<file path="config.mk">
export PLATFORM = sky130hd
export DESIGN_NAME = rvf_mdu
export DESIGN_NICKNAME = d
export VERILOG_FILES = /design/src/hw/rtl/rvf_pkg.sv /design/src/hw/rtl/rvf_mdu.sv
export SDC_FILE = /design/constraint.sdc
export NUM_CORES = 1
export LEC_CHECK = 0
export ABC_AREA = 1
export BUFFER_PORTS_ARGS = -buffer_cell sky130_fd_sc_hd__buf_2
export CAP_MARGIN = 40
export CORE_MARGIN = 3
export CORE_UTILIZATION = 44
export DETAILED_ROUTE_END_ITERATION = 6
export PLACE_DENSITY = 0.65
export SLEW_MARGIN = 20
export SYNTH_ARGS = -nofsm -noshare
export SYNTH_HDL_FRONTEND = slang
export SYNTH_SLANG_ARGS = --single-unit
</file>
<file path="constraint.sdc">
create_clock -name clk -period 17.46 [get_ports clk]
set_input_delay 3.492 -clock clk [delete_from_list [all_inputs] [get_ports clk]]
set_output_delay 3.492 -clock clk [all_outputs]
set_load 0.01 [all_outputs]
</file>
<file path="src/hw/rtl/rvf_pkg.sv">
// shared types and constants for the vertical speed regression filter
// no dependencies; used by the arithmetic unit, the top level and the checker
package rvf_pkg;

	// datapath width of the shared multiply/divide unit
	localparam int DW = 72;
	// quotient bits produced by one division
	localparam int QW = 19;

	// configuration register indexes
	localparam logic [2:0] REG_WINDOW   = 3'd0;
	localparam logic [2:0] REG_MIN_SPAN = 3'd1;
	localparam logic [2:0] REG_LIMIT    = 3'd2;
	localparam logic [2:0] REG_FTAU     = 3'd3;
	localparam logic [2:0] REG_DEADBAND = 3'd4;
	localparam logic [2:0] REG_DTAU     = 3'd5;
	localparam logic [2:0] REG_ZTHR     = 3'd6;

	// configuration reset values
	localparam logic [15:0] RST_WINDOW   = 16'd2000;
	localparam logic [15:0] RST_MIN_SPAN = 16'd500;
	localparam logic [17:0] RST_LIMIT    = 18'd20000;
	localparam logic [15:0] RST_FTAU     = 16'd300;
	localparam logic [17:0] RST_DEADBAND = 18'd100;
	localparam logic [15:0] RST_DTAU     = 16'd1000;
	localparam logic [17:0] RST_ZTHR     = 18'd20;

	// result status codes
	localparam logic [3:0] STS_INVALID  = 4'd0;
	localparam logic [3:0] STS_DUP      = 4'd1;
	localparam logic [3:0] STS_RING_LOW = 4'd2;
	localparam logic [3:0] STS_WIN_LOW  = 4'd3;
	localparam logic [3:0] STS_SPAN     = 4'd4;
	localparam logic [3:0] STS_DEGEN    = 4'd5;
	localparam logic [3:0] STS_RANGE    = 4'd6;
	localparam logic [3:0] STS_PRIMED   = 4'd7;
	localparam logic [3:0] STS_DT_ZERO  = 4'd8;
	localparam logic [3:0] STS_FILTERED = 4'd9;

	// sequencer states
	typedef enum logic [4:0] {
		ST_IDLE, ST_WALK, ST_CHECK, ST_M1, ST_M2, ST_M3, ST_M4, ST_NUM,
		ST_SCALE, ST_RANGE, ST_DIV, ST_SLOPE, ST_FMUL, ST_FDIV, ST_DB,
		ST_DMUL, ST_DDIV, ST_ZT, ST_OUT
	} rvf_state_t;

	// request to the shared multiply/divide unit
	typedef struct packed {
		logic          start;
		logic          div;
		logic [DW-1:0] opa;
		logic [DW-1:0] opb;
	} mdu_req_t;

	// response of the shared multiply/divide unit
	typedef struct packed {
		logic          busy;
		logic          done;
		logic [DW-1:0] res;
	} mdu_rsp_t;

endpackage

</file>
<file path="src/hw/rtl/rvf_mdu.sv">
// shared shift-add multiplier and restoring divider, one add or subtract per cycle
// depends on rvf_pkg
module rvf_mdu (
	input  logic              clk,
	input  logic              arst_n,
	input  rvf_pkg::mdu_req_t req,
	output rvf_pkg::mdu_rsp_t rsp
);
	import rvf_pkg::*;

	logic          busy_q;
	logic          div_q;
	logic [DW-1:0] a_q;
	logic [DW-1:0] b_q;
	logic [DW-1:0] acc_q;
	logic [QW-1:0] quo_q;
	logic [4:0]    cnt_q;
	logic          done;
	logic          load;
	logic          ge;

	assign load = req.start && !busy_q;
	assign done = busy_q && (div_q ? (cnt_q == 5'd0) : (b_q == '0));
	assign ge   = acc_q >= a_q;

	// busy flag
	always_ff @(posedge clk or negedge arst_n) begin
		if (!arst_n) begin
			busy_q <= 1'b0;
		end else if (load) begin
			busy_q <= 1'b1;
		end else if (done) begin
			busy_q <= 1'b0;
		end
	end

	// operand and accumulator registers
	always_ff @(posedge clk) begin
		if (load) begin
			div_q <= req.div;
			if (req.div) begin
				acc_q <= req.opa;
				a_q   <= req.opb;
				cnt_q <= 5'(QW);
				quo_q <= '0;
			end else begin
				acc_q <= '0;
				a_q   <= req.opa;
				b_q   <= req.opb;
			end
		end else if (busy_q && !done) begin
			if (div_q) begin
				if (ge) begin
					acc_q <= acc_q - a_q;
				end
				quo_q <= {quo_q[QW-2:0], ge};
				a_q   <= a_q >> 1;
				cnt_q <= cnt_q - 5'd1;
			end else begin
				if (b_q[0]) begin
					acc_q <= acc_q + a_q;
				end
				a_q <= a_q << 1;
				b_q <= b_q >> 1;
			end
		end
	end

	assign rsp.busy = busy_q;
	assign rsp.done = done;
	assign rsp.res  = div_q ? {{(DW-QW){1'b0}}, quo_q} : acc_q;

endmodule

</file>
# == Word-level counts from Yosys, hierarchy flattened ==
# Cells that the tools add are included.
# word_totals
ff_bits,242
inputBits,148
output_inout_bits,74
word_cells,55
# op_classes
add_sub_neg,3
magnitude_cmp,1
n_eq_ne,4
mux,26
reduce_logical,14
# ops
operator,count
$mux W72,15
$mux W19,4
$add A72 B72 Y72,1
$ge A72 B72 Y1,1
$logic_not A72 Y1,1
$sub A72 B72 Y72,1
$mux W5,4
$reduce_and A3 Y1,3
$reduce_bool A2 Y1,3
$logic_not A5 Y1,1
$sub A5 B1 Y5 const B,1
$ne A2 B2 Y1 const B,2
$logic_and A1 B1 Y1,3
$mux W1,3
$ne A3 B1 Y1 const B,1
$reduce_bool A3 Y1,1
$logic_not A1 Y1,2
$ne A2 B1 Y1 const B,1

# == Logic depth before layout (Yosys ltp) ==
# Gate-level depths: netlist (run 1).
# logic_depth
depth_word,7
ltp_mapped,22
mapped_depth_nobuf,21

# == Worst setup path before layout (run 1) ==
# OpenSTA, ideal clock, no wires.
# synth_timing
path_type,input to register
start,input port req[145] in the netlist's numbering
end,register b_q[0] (enable)
setup_time_ns,0.591
t_arrival_ns,8.967
required_ns,16.869
path_slack_ns,7.902
cell_stages,6
path_buffers,0
path_cell_list,inv_1 nor2_2 nor2_1 inv_1 nand2_1 nor3_1
# synth_via
elab_chain_len,3
elab_cells_between_ends,5
classes_between,2 x eq/ne; 3 x reduce/logical
# synth_rtl
element,line_no,rtl
start: declaration,rvf_mdu.sv:6,"input rvf_pkg::mdu_req_t req,"
$logic_and A1 B1 Y1 (*),rvf_mdu.sv:22,assign load = req.start && !busy_q;
$ne A2 B1 Y1 (no line) (tied with other cells),n/a,
$reduce_and A3 Y1 (no line) (*),n/a,
end signal: assignment,rvf_mdu.sv:49,b_q <= req.opb;
end signal: assignment,rvf_mdu.sv:64,b_q <= b_q >> 1;
end: declaration,rvf_mdu.sv:14,logic [DW-1:0] b_q;
# Every way passes the cells marked *; elsewhere a longest branch is shown, timed or not.
# A chain may end at the register's enable or synchronous reset.

==> summary.txt, run 1 <==
Outcome
  • Status: complete, but fails checks
  • Violated checks: design-rule violations

Yosys
  • Mean Syn Cell Area: 6.14 sq um
  • Net Count, Synth: 4354
  • Ys Warns: 0
  • Mapped cell area: 24900 sq um
  • Synth area leader: edfxtp_1
  • Synth Instances: 4060
  • Ys async rst share: 0.413%
  • Top area cells in the synthesized netlist: edfxtp_1 29%, nand2_1 21%, inv_1 10%
  • Post-synthesis sequential area ratio: 29.1%
  • Yosys cell types: 48
  • Post-synth top flop: edfxtp_1
  • Share of Yosys cell area claimed by the top area cell type: 29.0%
  • Number of flops mapped to enable cells by yosys: 241
  • #FFs+latches synth: 242

Min path
  • Hold path depth: 2
  • Min-delay worst type: flop to flop

STA
  • Hold Fails Final Rpt: 0
  • Worst Tran Pin Value: 0.923 ns
  • RSZ-0062 raised after global routing: no
  • Max frequency: 0.146 GHz
  • Setup violations, final: 0
  • Hold WS: 0.536 ns
  • Slew Viols, Final: 0
  • Final setup margin: 10.59 ns
  • Clk_skew: 0.0215 ns
  • Slew HR: 37.8%
  • Period utilization: 39.3%
  • Final setup TNS: 0 ns
  • Tmin final: 6.87 ns

Clock tree
  • Clock tree root buffer cell: clkbuf_16
  • H-tree Lvls: 1
  • Clock sink count: 242
  • Worst-Skew Late Latency: 0.57 ns
  • Clock buffer count from CTS: 27
  • CTS tree: built
  • Number of gates resized after cts: 0
  • Clock buffer depth: 3
  • Post-CTS setup buffer count: 0
  • Hold Buf Count CTS: 0
  • Clk pin slew, worst setup/hold paths: 0.07 ns

Worst setup path
  • Critical path startpoint category: flop
  • CP peak stage delay: 0.68 ns
  • Worst-path fanout max: 73
  • Crit path required time: 13.97 ns
  • Worst EP arrival: 3.38 ns
  • Critical-path cell list: buf_4 -> buf_4 -> buf_4 -> nor2_1 -> buf_2
  • Family with the most delay on the worst path: buffers and inverters
  • Most frequent CP cell: buf_4
  • Worst reg-to-reg path cell count: 16
  • Stages on worst setup path: 5
  • Crit. End Element: output pin
  • WS Path Type: flop to output pin
  • Slowest CP cell: buf_4
  • WP buf/inv: 4

Route
  • Iteration count of the initial detailed-routing pass: 7
  • Final wirelength: 104000 um
  • Vias: 27552
  • Remaining DRCs: 2
  • Post-route ant nets: 0
  • Wire per inst: 21.1 um
  • DR vias/cell: 5.57
  • Initial DRC Count: 3426

Floorplanning
  • Die area: 59500 sq um
  • Die width: 244 um
  • Initial Util: 44.9%
  • FP Rows: 86
  • Die Y: 244 um
  • Core ar.: 55500 sq um
  • I/O Pins: 222

Power
  • Final Power: 4.67 mW
  • Worst vdd ir: 0.0000788 V
  • Power Density: 170 nW/um^2
  • Pleak: 14.0 nW

Placement
  • Dpl hpwl: 85700 um
  • Dpl cells: 4895
  • Placed cell area: 26500 sq um
  • Gpl congestion: 1.12
  • PortBufs: 221
  • Worst Setup Slack post-DPL: 10.70 ns

Cells and area
  • Most frequent cells in the layout: 1388 x nand2_1, 688 x inv_1, 481 x nor2_1
  • Nets@finish: 4475
  • # diodes: 0
  • Area growth, synth to finish: 10.3%
  • Non-Filler Instances: 4949
  • Commonest non-fill, non-tap cell in the layout: nand2_1
  • Share of cells above drive strength 1: 7.93%
  • Layout Utilization: 49.5%
  • Final instance area: 27500 sq um

GRT
  • First-pass GRT wire length: 153000 um
  • Initial antenna violation count: 4
  • Global Route Usage Sum: 33.9%
  • Vias in the first global route: 25231
  • Total grt overflow: 0
  • Largest net degree at the start of global routing: 198

Run
  • Max cap viols: 0
synthesized netlist by cell type (2+ instances only):
| cell type | number |
|---|---|
| nand2_1 | 1388 |
| inv_1 | 691 |
| nor2_1 | 485 |
| edfxtp_1 | 241 |
| a21oi_1 | 233 |
| o21ai_0 | 194 |
| nand3_1 | 160 |
| ha_1 | 144 |
| clkbuf_1 | 73 |
| a221oi_1 | 70 |
| buf_2 | 50 |
| nand4_1 | 47 |
| nor3_1 | 44 |
| o21bai_1 | 33 |
| a211oi_1 | 25 |
| o21ai_1 | 22 |
| buf_1 | 14 |
| nor4_1 | 13 |
| o22ai_1 | 13 |
| xor2_1 | 13 |
| nor2_2 | 12 |
| clkbuf_2 | 9 |
| o211ai_1 | 9 |
| and2_1 | 8 |
| nor3_2 | 8 |
| o21a_1 | 8 |
| inv_2 | 7 |
| or2_2 | 7 |
| a21o_1 | 5 |
| a22oi_1 | 5 |
| buf_4 | 5 |
| nand3_2 | 4 |
| nand3b_1 | 3 |
| fa_1 | 2 |
| nand2_2 | 2 |
final timing paths:
path                          from         to  slack [ns]
max                          div_q    rsp[50]       10.59
min                        b_q[54]    b_q[53]        0.54
max reg2reg                 a_q[0]  acc_q[52]       12.89
min reg2reg                b_q[54]    b_q[53]        0.54
max in group asynchronous   arst_n     busy_q       14.69
min in group asynchronous   arst_n     busy_q        2.69
power breakdown:
part           total (mW)  switching, mW  internal (mW)  leakage (nW)
Sequential          0.944          0.118          0.826          2.33
Clock               0.607          0.249          0.358         0.452
Combinational        3.12           2.27          0.841          11.2
tightest hold or removal path, stage by stage, from the launching register on:
cell and delay [ns]:
edfxtp_1 0.34, nand2_1 0.06, nand2_1 0.05
state kept, by name, summed over array words and instances, names as in the netlist:
signal and count:
a_q 72, acc_q 72, b_q 72, quo_q 19, cnt_q 5, busy_q 1
div_q 1
area by class of cell:
cell class,count,area (sq um)
fill,5990,28000
multi-input combinational,2967,14400
sequential,242,7260
inverter,699,2630
timing repair buffer,244,1340
tap,748,936
clock buffer,30,687
clock inverter,19,229
kinds of logic after synthesis:
family | synth area share [%]
and+or+nand+nor | 35.2
buffers and inverters | 13.2
AOI/OAI and AO/OA | 14.6
DFF | 29.1
adders and majority gates | 7.39
xor gates and xnor gates | 0.492
metal layers:
layer | part of all wire (%) | track usage (%) | wire length (um)
met5 | 0.049 | 0 | 51
met4 | 2.9 | 8.94 | 2980
met3 | 13 | 7.08 | 13300
met2 | 40 | 48.7 | 42000
met1 | 44 | 51.3 | 46200
No activity file was read; power rests on OpenSTA's default activity.
==> run 2: changes to the inputs <==
--- a/config.mk
+++ b/config.mk
@@ -5,7 +5,7 @@
 export SDC_FILE = /design/constraint.sdc
 export NUM_CORES = 1
 export LEC_CHECK = 0
-export ABC_AREA = 1
+export ABC_AREA = 0
 export BUFFER_PORTS_ARGS = -buffer_cell sky130_fd_sc_hd__buf_2
 export CAP_MARGIN = 40
 export CORE_MARGIN = 3
==> constraint.sdc (replaced) <==
create_clock -name clk -period 6.98 [get_ports clk]
set_input_delay 1.396 -clock clk [delete_from_list [all_inputs] [get_ports clk]]
set_output_delay 1.396 -clock clk [all_outputs]
set_load 0.01 [all_outputs]
==> summary.txt, run 2 <==
Outcome
  • Status: complete, but fails checks
  • Violated checks: design-rule violations

Worst setup path
  • Critical-path cell list: inv_1 -> ha_1 -> nand4_1 -> nor3_1 -> and3_1 -> o31a_1 -> a311o_1 -> a21oi_2 -> o211ai_1 -> a221oi_2 -> a211o_1 -> nand2_4 -> buf_16
  • Crit. End Element: flop
  • Worst reg-to-reg path cell count: 13 (-3)
  • Worst-path fanout max: 43 (-41%)
  • Worst R2R Start: a_q[38]
  • FF-to-FF End: acc_q[26]
  • Critical path startpoint category: flop
  • Worst EP arrival: 4.80 ns (+1.42 ns)
  • R2r setup slk: 2.43 ns (-10.46 ns)
  • CP peak stage delay: 0.72 ns (+0.04 ns)
  • WS Path Type: flop to flop
  • Crit path required time: 7.22 ns (-6.75 ns)
  • Slowest CP cell: nor3_1

Yosys
  • Count leader, synth: nand2_1
  • Post-synth top flop: edfxtp_1
  • Mapped cell area: 21900 sq um (-12%)
  • Commonest cells post-synth: 422 x nand2_1, 293 x a21oi_1, 241 x edfxtp_1, 152 x inv_1, 152 x nor2_1
  • #FFs+latches synth: 242 (unchanged)
  • Share of Yosys cell area claimed by the top area cell type: 33.1% (+4.0 points)
  • Yosys cell types: 83 (+73%)
  • Number of flops mapped to enable cells by yosys: 241 (unchanged)
  • Post-synthesis sequential area ratio: 33.2% (+4.0 points)
  • Synth Instances: 2676 (-34%)
  • Top area cells in the synthesized netlist: edfxtp_1 33%, ha_1 8.2%, nand2_1 7.2%
  • Ys async rst share: 0.413% (unchanged)
  • Net Count, Synth: 2970 (-32%)
  • Mean Syn Cell Area: 8.18 sq um (+33%)
  • Synth area leader: edfxtp_1
  • Ys Warns: 0 (unchanged)

Clock tree
  • Post-CTS setup buffer count: 0 (unchanged)
  • Worst-Skew Late Latency: 0.58 ns (about the same)
  • Clk pin slew, worst setup/hold paths: 0.06 ns (about the same)
  • Clock sink count: 242 (unchanged)
  • Clock buffer count from CTS: 29 (+7.4%)
  • CTS tree: built
  • Number of gates resized after cts: 0 (unchanged)
  • Clock tree root buffer cell: clkbuf_16
  • Hold Buf Count CTS: 0 (unchanged)
  • H-tree Lvls: 1 (unchanged)
  • Clock buffer depth: 3 (unchanged)

Cells and area
  • Share of cells above drive strength 1: 12.1% (+4.2 points)
  • Most frequent cells in the layout: 420 x nand2_1, 293 x a21oi_1, 241 x edfxtp_1
  • Commonest non-fill, non-tap cell in the layout: nand2_1
  • # diodes: 0 (unchanged)
  • Filler instances: 4818 (-20%)
  • Largest regs: a_q (72), acc_q (72), b_q (72)
  • Area growth, synth to finish: 11.9%
  • Nets@finish: 3072 (-31%)
  • Non-Filler Instances: 3464 (-30%)

Placement
  • PortBufs: 221 (unchanged)
  • Worst Setup Slack post-DPL: 2.56 ns (-8.15 ns)
  • Dpl hpwl: 62400 um (-27%)
  • Dpl cells: 3407 (-30%)
  • Gpl congestion: 0.997 (-11%)

STA
  • Slew Viols, Final: 0 (unchanged)
  • Clk_skew: 0.0199 ns (-0.00157 ns)
  • RSZ-0062 raised after global routing: no
  • Slew HR: 38.7% (+0.93 points)
  • Period utilization: 65.2%
  • Worst Tran Pin Value: 0.912 ns (-0.0119 ns)
  • Hold Fails Final Rpt: 0 (unchanged)
  • Final setup margin: 2.43 ns (-8.17 ns)
  • Final setup TNS: 0 ns (unchanged)
  • Max frequency: 0.220 GHz
  • Setup violations, final: 0 (unchanged)
  • Tmin final: 4.55 ns

Route
  • Initial DRC Count: 2161 (-37%)
  • Vias: 21300 (-23%)
  • DR vias/cell: 6.15 (+10%)
  • Iteration count of the initial detailed-routing pass: 7 (unchanged)
  • Wire per inst: 23.0 um (+9.0%)
  • Post-route ant nets: 0 (unchanged)
  • Final wirelength: 79700 um (-24%)
  • Remaining DRCs: 1 (-1)

Min path
  • Hold Path Sink: b_q[21]
  • Min-delay worst type: flop to flop
  • Hold path depth: 2 (unchanged)
  • Hold Startpoint: b_q[22]

GRT
  • Total grt overflow: 0 (unchanged)
  • Vias in the first global route: 20517 (-19%)
  • Initial antenna violation count: 1 (-3)
  • Global Route Usage Sum: 29.2% (-4.7 points)
  • First-pass GRT wire length: 123000 um (-20%)
  • Largest net degree at the start of global routing: 157 (-21%)

Floorplanning
  • Die Y: 229 um (-6.1%)
  • Core ar.: 49100 sq um (-12%)
  • Initial Util: 44.6% (-0.25 points)
  • Die width: 229 um (-6.1%)
  • I/O Pins: 222 (unchanged)
  • Die area: 52500 sq um (-12%)
  • FP Rows: 81 (-5.8%)

Run
  • Max cap viols: 0 (unchanged)
run 2: final cells by class:
type	instances	area [sq um]	share of cell area, %
Clock buffer	37	756	3.08
Sequential cell	242	7260	29.6
Inverter	152	578	2.36
Multi-Input combinational cell	2106	13400	54.6
Tap cell	664	831	3.39
Clock inverter	16	185	0.756
Timing Repair Buffer	247	1500	6.13
run 2: worst max path at each step:
| stage | end | depth (start not counted) | startpoint | slack [ns] |
|---|---|---|---|---|
| floorplan | b_q[0] | 7 | req[145] | 1.21 |
| global placement | acc_q[26] | 15 | acc_q[0] | 2.46 |
| detailed placement | acc_q[26] | 16 | acc_q[0] | 2.56 |
| CTS | rsp[72] | 6 | b_q[26] | 2.44 |
| global route | acc_q[26] | 13 | a_q[38] | 2.21 |
| finish | acc_q[26] | 13 | a_q[38] | 2.43 |
run 2: per-layer routing:
| layer | wire, um | up-vias | global-route usage [%] |
|---|---|---|---|
| li1 | - | 9964 | - |
| met1 | 35600 | 10334 | 41.9 |
| met2 | 36200 | 893 | 46.8 |
| met3 | 5930 | 109 | 4.03 |
| met4 | 2000 | 0 | 6.86 |
| met5 | 0 | - | 0 |
run 2: logic make-up (layout without fill, tap and decap cells):
| group | count (synthesis) | in the layout | share of synthesized area [%] |
|---|---|---|---|
| AO/OA/AOI/OAI | 829 | 829 | 24.7 |
| adder cells (fa/ha/maj) | 146 | 146 | 8.41 |
| multiplexers | 95 | 95 | 4.45 |
| buffers and inverters | 328 | 452 | 5.83 |
| XOR/XNOR | 69 | 69 | 2.76 |
| AND/OR/NAND/NOR | 967 | 967 | 20.7 |
| flip-flops | 242 | 242 | 33.2 |
run 2: worst max-delay path, delay by kind of cell, from the launching register on:
family          cells  cell delay (ns)
flops               1             0.39
fa+ha+maj           1             0.51
buf+inv             2             0.42
simple gates        4             1.70
compound gates      6             1.17
run 2: stage by stage:
step | utilization, % | hold WS (ns) | instance area [sq um]
final | 50.0 | 0.547 | 24500
after detailed placement | 47.8 | 0.535 | 23500
after global routing | 50.0 | 0.569 | 24500
after global placement | 47.5 | 0.530 | 23300
after CTS | 49.7 | 0.550 | 24400
after floorplan | - | 0.517 | 21900
Power of run 2 is left out: the tool's default activity adds up to more than one toggle a clock period on the data nets, which glitch-free logic cannot reach.
